<file path="config.mk">
export PLATFORM = sky130hd
export DESIGN_NAME = gpe_pick
export DESIGN_NICKNAME = d
export VERILOG_FILES = /design/src/design/gpe_pick.sv
export SDC_FILE = /design/constraint.sdc
export NUM_CORES = 1
export LEC_CHECK = 0
export BUFFER_PORTS_ARGS = -buffer_cell sky130_fd_sc_hd__buf_2
export CAP_MARGIN = 40
export CORE_MARGIN = 2
export CORE_UTILIZATION = 42
export DETAILED_ROUTE_END_ITERATION = 16
export PLACE_DENSITY = 0.93
export SYNTH_ARGS = -nofsm -noshare
export SYNTH_HDL_FRONTEND = slang
export SYNTH_SLANG_ARGS = --single-unit
</file>
<file path="constraint.sdc">
create_clock -name vclk -period 2.91
set_input_delay 0.291 -clock vclk [all_inputs]
set_output_delay 0.291 -clock vclk [all_outputs]
set_load 0.01 [all_outputs]
</file>
<file path="src/design/gpe_pick.sv">
// ----------------------------------------------------------------------------
// gpe_pick: lowest set bit picker
// Finds the lowest set bit of a candidate vector and returns its index.
// ----------------------------------------------------------------------------
module gpe_pick #(
	parameter int WIDTH = 64
) (
	input  logic [WIDTH-1:0]         vec,
	output logic                     found,
	output logic [$clog2(WIDTH)-1:0] idx
);

	localparam int IW = $clog2(WIDTH);

	// Scan from the top so that the lowest set bit wins.
	always_comb begin
		found = 1'b0;
		idx   = '0;
		for (int i = WIDTH - 1; i >= 0; i--) begin
			if (vec[i]) begin
				found = 1'b1;
				idx   = IW'(i);
			end
		end
	end

endmodule

</file>
# Word-level counts from Yosys, hierarchy flattened
# Index checks and enable logic that the tools add are counted.
# totals
ff_bits	0
in_bits	64
out_inout_bits	7
elab_cells	128
# op_classes
n_mux	128
# op_table
cell	n
6-bit 2-to-1 mux	64
1-bit 2-to-1 mux	64

# Depth between registers and ports, before layout
# Gate-level depths: netlist of run 1.
# depth
word_depth	64
ltp_mapped	6

# Worst setup path after synthesis of run 1
# No wires, ideal clock.
# synth_timing
path_kind	input port to output port
start	input port vec[56]
end	output port idx[2]
arrival_time_ns	1.489
required_time_ns	2.619
slack_ns	1.130
stages	6
path_buffers	0
path_cell_list	or4_4 o21ai_1 a21oi_1 o21ai_1 o2111ai_1 a21boi_1
# synth_via
elab_chain_len	57
# synth_rtl
element	line_no	source
start: declaration	8	input logic [WIDTH-1:0] vec,
6-bit 2-to-1 mux (57 in a row)	20	if (vec[i]) begin
end: declaration	10	output logic [$clog2(WIDTH)-1:0] idx
# Every way passes these cells.

# Final worst setup path of run 1
# Same ends and word-level chain as after synthesis.

==> impl_metrics.yaml, run 1 <==
min_path:
  hp-class: "input port to output port"
  hold_path_end: "idx[1]"
  worstHoldStart: "vec[1]"
  hold_depth: 5
grt:
  grt_use_total_pct: 24.0
  grt_pass1_vias: 1063
  overflow: 0
  antenna_found_initial: 0
  grt_max_degree: 6
  grt_pass1_wl_um: 4060
placed_design:
  place.gp.congestion: 0.794
  dp.cells: 236
  dp_hpwl_um: 2340
  numPortBuffers: 71
synth:
  ys_top_cells_by_area: "nor2_1 14%, nor4_1 12%, a21oi_1 8.5%, nor3_1 7.2%, inv_1 5.9%"
  synth.distinct_cells: 34
  synthCells: 140
  synth_top_area_share_pct: 14.3
  synth_top_area_cell: "nor2_1"
  seq_area_frac_synth_pct: 0
  syn_nets: 204
  synth_warnings: 0
  syn_area_um2: 763
  synth.avg_cell_area_um2: 5.45
cts:
  cts_resized: 0
  post_cts_buffers: 0
  hold_buffers: 0
route:
  wl_um: 2620
  drt_pass1_iterations: 4
  vias: 1324
  via_per_inst: 5.61
  wl_per_cell_um: 11.1
  drc: 0
  drt_iter0_drc: 38
  postRouteAntennaNets: 0
critical_path:
  startpoint: "vec[56]"
  crit_type: "input port to output port"
  cp_data_required_time_ns: 2.62
  path_max_fanout: 3
  worstSetupEndpointType: "output port"
  crit_path_start_kind: "input port"
  cp.arrival_ns: 1.75
run:
  drv_cap: 0
cells_and_area:
  design.seq.count: 0
  fillers: 189
  regArea_um2: 0
  nets: 277
  finalNonFillerCells: 236
  drive_gt1_share_pct: 35.5
  clock_buffers: 0
  diodes: 0
  area_growth_pct: 50.7
die:
  fp.dieW_um: 46.6
  pin_count: 71
  rows: 15
  start_util_pct: 44.2
  core_area_um2: 1730
  die_area_um2: 2170
  fp.dieH_um: 46.6
power_and_ir_drop:
  p_leak_nw: 0.525
  ir_drop_mv: 0.0685
  powerDensity_nw_per_um2: 104
timing:
  hold_viol: 0
  slew_violations: 0
  fin_crit_sh_pct: 70.1
  fin_crit_ns: 2.04
  clock.fmax_ghz: 0.490
  rsz0062_at_grt: "no"
  finalSetupViolations: 0
  relSlewSlack_pct: 47.8
  worstMarginPinSlew_ns: 0.780
  tns_ns: 0
run_status:
  status: "complete, no violations"
==> power by group <==
part	switching, mW	total, mW	internal, mW
clock network	0	0	0
registers	0	0	0
logic	0.0649	0.120	0.0550
==> worst max-delay path, cell delays in order <==
cell and delay [ns]:
buf_2 0.12, or4_4 0.53, o21ai_1 0.14, a21oi_1 0.08, o21ai_1 0.14, o2111ai_1 0.14
a21boi_1 0.16, buf_2 0.15
==> cells in the mapped netlist, drive strengths merged (2+ instances only) <==
cell type  number
inv            12
o211ai          2
a31oi           2
nand2           8
o21ai          12
nor2           30
a2111oi         2
nor4           15
nand4           2
nand3           4
a311oi          2
nor2b           3
o31ai           2
and3            2
a21oi          13
or4             4
o311ai          2
nor3           11
==> how the worst max path moves through the flow <==
| stage | cells after the start | end |
|---|---|---|
| 2_1_floorplan | 6 | idx[2] |
| 3_3_place_gp | 8 | idx[2] |
| 3_5_place_dp | 7 | idx[3] |
| 4_1_cts | 7 | idx[3] |
| 5_1_grt | 7 | idx[0] |
| 6_report | 8 | idx[2] |
==> kinds of logic after synthesis <==
family                 share of synthesized area (%)
buffers and inverters                           5.90
and+or+nand+nor                                 55.1
AOI/OAI and AO/OA                               39.0
==> cells in the final DEF (no fill, tap or decap), drive strengths merged, types with 2 or more instances in the layout <==
master / netlist / routed
nor2b: 3 / 3
a2111oi: 2 / 2
o31ai: 2 / 2
a31oi: 2 / 2
nand4: 2 / 2
buf: 0 / 71
a311oi: 2 / 2
nor2: 30 / 30
nand3: 4 / 4
nand2: 8 / 8
nor3: 11 / 11
or4: 4 / 4
inv: 12 / 12
nor4: 15 / 15
a21oi: 13 / 13
o311ai: 2 / 2
o21ai: 12 / 12
o211ai: 2 / 2
and3: 2 / 2
==> metrics by stage <==
stage / utilization, % / hold slack [ns] / power (mW) / area, µm² / worst slack (ns)
5_1_grt: 66.6 / 1.02 / 0.133 / 1150 / 0.732
3_3_place_gp: 66.6 / 0.983 / 0.116 / 1150 / 0.911
2_1_floorplan: - / 0.727 / 0.0428 / 763 / 1.13
3_5_place_dp: 66.6 / 0.983 / 0.118 / 1150 / 0.882
6_report: 66.6 / 0.977 / 0.120 / 1150 / 0.870
4_1_cts: 66.6 / 0.984 / 0.119 / 1150 / 0.881
==> layout make-up <==
class                      count  area [µm²]  share of cell area, %
inverter                      12        45.0                   3.92
multi-input combinational    128         718                   62.5
tap                           25        31.3                   2.72
timing repair buffer          71         355                   30.9
==> metal layers <==
| metal | vias to the layer above | global-route usage [%] | routed length, µm |
|---|---|---|---|
| met2 | 48 | 44.2 | 1250 |
| met3 | 0 | 0 | 134 |
| met4 | 0 | 1.11 | 0 |
| met1 | 577 | 32.9 | 1240 |
| met5 | - | 0 | 0 |
| li1 | 699 | - | - |
No activity file was read; power rests on OpenSTA's default activity.
==> run 2, diff against run 1 <==
--- a/config.mk
+++ b/config.mk
@@ -8,9 +8,9 @@
 export BUFFER_PORTS_ARGS = -buffer_cell sky130_fd_sc_hd__buf_2
 export CAP_MARGIN = 40
 export CORE_MARGIN = 2
-export CORE_UTILIZATION = 42
+export CORE_UTILIZATION = 36
 export DETAILED_ROUTE_END_ITERATION = 16
-export PLACE_DENSITY = 0.93
+export PLACE_DENSITY = 0.85
 export SYNTH_ARGS = -nofsm -noshare
 export SYNTH_HDL_FRONTEND = slang
 export SYNTH_SLANG_ARGS = --single-unit
==> constraint.sdc (replaced) <==
create_clock -name vclk -period 1.7
set_input_delay 0.17 -clock vclk [all_inputs]
set_output_delay 0.17 -clock vclk [all_outputs]
set_load 0.01 [all_outputs]
==> run 2 against run 1 <==
The flow now finishes with violations (negative setup slack). Wire length rose by 18%. Final area rose by 16%. Cell count rose by 6.8%. Hold slack got worse by 0.21 ns. Setup slack got worse by 0.97 ns. Clock-buffer cell count did not move. Critical path type unchanged. Largest cell class unchanged.
==> impl_metrics.yaml, run 2 (synthesis gave the netlist of run 1 again) <==
route:
  wl_um: 3090
  postRouteAntennaNets: 0
  drt_pass1_iterations: 4
  wl_per_cell_um: 12.3
  drc: 0
  via_per_inst: 5.63
  drt_iter0_drc: 30
  vias: 1418
die:
  rows: 16
  fp.dieH_um: 50.0
  pin_count: 71
  fp.dieW_um: 50.0
  core_area_um2: 1980
  start_util_pct: 38.5
  die_area_um2: 2500
timing:
  slew_violations: 0
  hold_viol: 0
  clock.fmax_ghz: 0.556
  rsz0062_at_grt: "yes"
  finalSetupViolations: 2
  whs_ns: 0.764
  tns_ns: -0.124
  fin_crit_sh_pct: 106
  worstMarginPinSlew_ns: 0.409
  fin_crit_ns: 1.80
  worst_slack_ns: -0.0994
  relSlewSlack_pct: 72.5
run_status:
  violations: "negative setup slack"
  status: "finished, violations left"
min_path:
  hp-class: "input port to output port"
grt:
  grt_pass1_wl_um: 5220
  grt_use_total_pct: 24.8
  use_met1_pct: 31.5
  overflow: 0
  grt_pass1_vias: 1330
  antenna_found_initial: 0
  busiest_layer: "met2"
  grt_max_degree: 6
  use_met2_pct: 46.5
  grtUsageMet3_pct: 0.303
cells_and_area:
  finalNonFillerCells: 252
  nets: 291
  stdcell_area_um2: 1340
  layout_common_cells: "69 x buf_2, 27 x nor2_1, 14 x buf_4"
  clock_buffers: 0
  regArea_um2: 0
  fin_util_pct: 67.5
  diodes: 0
  final_common_cell: "buf_2"
  drive_gt1_share_pct: 44.9
  design.seq.count: 0
  area_growth_pct: 75.2
placed_design:
  place.gp.congestion: 0.826
  place_area_um2: 1260
  dp_slack_ns: -0.0846
  dp.cells: 252
  dp_hpwl_um: 2500
  numPortBuffers: 71
power_and_ir_drop:
  powerDensity_nw_per_um2: 183
  ir_drop_mv: 0.134
  p_sw_mw: 0.127
  clkPwrFrac_pct: 0
  p_sw_share_pct: 52.0
  power_mw: 0.244
  p_leak_nw: 0.604
  sequentialPowerShare_pct: 0
  p_comb_share_pct: 100.0
  p_int_mw: 0.117
run:
  drv_cap: 0
critical_path:
  cp_data_required_time_ns: 1.53
  crit_path_start_kind: "input port"
  cp.arrival_ns: 1.63
  worstSetupEndpointType: "output port"
  crit_type: "input port to output port"
  path_max_fanout: 2
cts:
  hold_buffers: 0
[run 2: cell type report]
type                       count  area (µm²)
tap                           27        33.8
timing repair buffer          85         473
inverter                      12        45.0
fill                         206         644
multi-input combinational    128         786
[run 2: routing by layer]
| layer | up-vias | routed length [µm] |
|---|---|---|
| li1 | 720 | - |
| met1 | 634 | 1290 |
| met2 | 59 | 1620 |
| met3 | 5 | 151 |
| met4 | 0 | 25 |
| met5 | - | 0 |
[run 2: power by group through the flow]
stage | clock, mW | combinational [mW] | sequential, mW
global placement | 0 | 0.220 | 0
CTS | 0 | 0.230 | 0
floorplan | 0 | 0.0733 | 0
global route | 0 | 0.271 | 0
finish | 0 | 0.244 | 0
detailed placement | 0 | 0.224 | 0
[run 2: repair_timing]
action | CTS | global route
gates resized for setup | 9 | 9
setup buffers | 0 | 0
pin swaps | 7 | 3
endpoints found under the setup margin | 4 | 7
[run 2: critical path, cell delays in order]
cell	delay [ns]
buf_6	0.09
or4_4	0.53
o21ai_1	0.13
a21oi_1	0.08
o21ai_1	0.16
o2111ai_2	0.14
a21boi_1	0.17
buf_2	0.16
[run 2: final timing paths]
check / startpoint / end / depth (start not counted)
worst max-delay path: vec[58] / idx[2] / 8
worst min-delay path: vec[1] / idx[3] / 4
==> run 3, diff against run 2 <==
--- a/config.mk
+++ b/config.mk
@@ -8,9 +8,9 @@
 export BUFFER_PORTS_ARGS = -buffer_cell sky130_fd_sc_hd__buf_2
 export CAP_MARGIN = 40
 export CORE_MARGIN = 2
-export CORE_UTILIZATION = 36
+export CORE_UTILIZATION = 42
 export DETAILED_ROUTE_END_ITERATION = 16
-export PLACE_DENSITY = 0.85
+export PLACE_DENSITY = 0.93
 export SYNTH_ARGS = -nofsm -noshare
 export SYNTH_HDL_FRONTEND = slang
 export SYNTH_SLANG_ARGS = --single-unit
==> constraint.sdc (replaced) <==
create_clock -name vclk -period 2.3
set_input_delay 0.23 -clock vclk [all_inputs]
set_output_delay 0.23 -clock vclk [all_outputs]
set_load 0.01 [all_outputs]
==> run 3 against run 2 <==
The run now ends clean. Non-clock buffer count fell by 13. Clock-buffer cell count did not move. Setup slack improved by 0.48 ns. Flip-flop and latch count did not move. Via count fell by 4.6%. Largest power group unchanged.
==> impl_metrics.yaml, run 3 (synthesis gave the netlist of run 1 again) <==
min_path:
  worstHoldStart: "vec[1]"
  hp-class: "input port to output port"
  hold_depth: 5
  hold_path_end: "idx[1]"
critical_path:
  cp.arrival_ns: 1.69
  crit_type: "input port to output port"
  path_max_fanout: 3
  cpMaxStageDelayCell: "or4_4"
  slowest_delay_ns: 0.54
  worstSetupEndpointType: "output port"
  cp_common_cell: "buf_2"
  crit_path_start_kind: "input port"
  path_cells: "buf_2 -> or4_4 -> or2_1 -> a21oi_1 -> o21ai_1 -> and3_1 -> buf_2"
  crit_buf_inv: 2
  crit_family: "simple AND/OR/NAND/NOR gates"
  cp_data_required_time_ns: 2.07
cells_and_area:
  clock_buffers: 0
  final_common_cell: "buf_2"
  drive_gt1_share_pct: 35.8
  design.seq.count: 0
  regArea_um2: 0
  diodes: 0
  area_growth_pct: 51.6
  nets: 278
  layout_common_cells: "71 x buf_2, 29 x nor2_1, 15 x nor4_1, 13 x a21oi_1, 12 x inv_1"
run_status:
  status: "complete, no violations"
timing:
  whs_ns: 0.866
  tns_ns: 0
  fin_crit_sh_pct: 83.3
  hold_viol: 0
  fin_crit_ns: 1.92
  worstMarginPinSlew_ns: 0.505
  relSlewSlack_pct: 66.0
  clock.fmax_ghz: 0.522
  slew_violations: 0
  finalSetupViolations: 0
  rsz0062_at_grt: "no"
route:
  drt_iter0_drc: 42
  vias: 1353
  via_per_inst: 5.71
  drc: 0
  wl_um: 2590
  drt_pass1_iterations: 4
  postRouteAntennaNets: 0
  wl_per_cell_um: 10.9
power_and_ir_drop:
  powerDensity_nw_per_um2: 132
  ir_drop_mv: 0.0858
  p_leak_nw: 0.530
placed_design:
  place.gp.congestion: 0.799
  dp_hpwl_um: 2360
  numPortBuffers: 71
cts:
  post_cts_buffers: 0
  hold_buffers: 0
  cts_resized: 0
die:
  rows: 15
  fp.dieW_um: 46.6
  start_util_pct: 44.2
  core_area_um2: 1730
  fp.dieH_um: 46.6
  die_area_um2: 2170
  pin_count: 71
grt:
  grt_max_degree: 6
  antenna_found_initial: 0
  grt_pass1_vias: 1112
  grt_use_total_pct: 24.7
  grt_pass1_wl_um: 4160
  overflow: 0
run:
  drv_cap: 0
## run 3: tightest hold or removal path, stage by stage
cell and delay [ns]:
buf_2 0.10, nor3_1 0.05, o21ai_0 0.07, a21oi_1 0.05
buf_2 0.13
## run 3: through the flow
| stage | utilization [%] | std cells | power, mW | area, µm² | worst slack, ns |
|---|---|---|---|---|---|
| 2_1_floorplan | - | 140 | 0.0542 | 763 | 0.642 |
| 3_3_place_gp | 67.0 | 237 | 0.148 | 1160 | 0.424 |
| 3_5_place_dp | 67.0 | 237 | 0.151 | 1160 | 0.391 |
| 4_1_cts | 67.0 | 237 | 0.151 | 1160 | 0.388 |
| 5_1_grt | 67.0 | 237 | 0.171 | 1160 | 0.250 |
| 6_report | 67.0 | 237 | 0.152 | 1160 | 0.384 |
## run 3: area by class of cell
type / instances / area [µm²]
multi-input cells: 128 / 718
well taps: 25 / 31.3
inverters: 12 / 45.0
repair buffers: 72 / 363
fillers: 181 / 569
## run 3: worst max path at each step
| stage | slack (ns) | to | cells past startpoint | startpoint |
|---|---|---|---|---|
| after floorplan | 0.64 | idx[2] | 6 | vec[56] |
| after global placement | 0.42 | idx[2] | 8 | vec[56] |
| after detailed placement | 0.39 | idx[3] | 7 | vec[31] |
| after CTS | 0.39 | idx[3] | 7 | vec[31] |
| after global routing | 0.25 | idx[2] | 8 | vec[56] |
| final | 0.38 | idx[3] | 7 | vec[31] |
## run 3: layer usage
metal	part of all wire, %	vias up	global-route usage [%]	wire length (µm)
met5	0	-	0	0
met4	0.46	0	2.78	12
met3	6.1	2	0	159
met2	48	53	45.0	1250
met1	45	604	33.3	1160
li1	-	694	-	-
## run 3: power breakdown
part           total [mW]  switching (mW)  internal, mW  leakage, nW
registers               0               0             0            0
logic               0.152          0.0821        0.0704        0.530
clock network           0               0             0            0
total               0.152          0.0821        0.0704        0.530
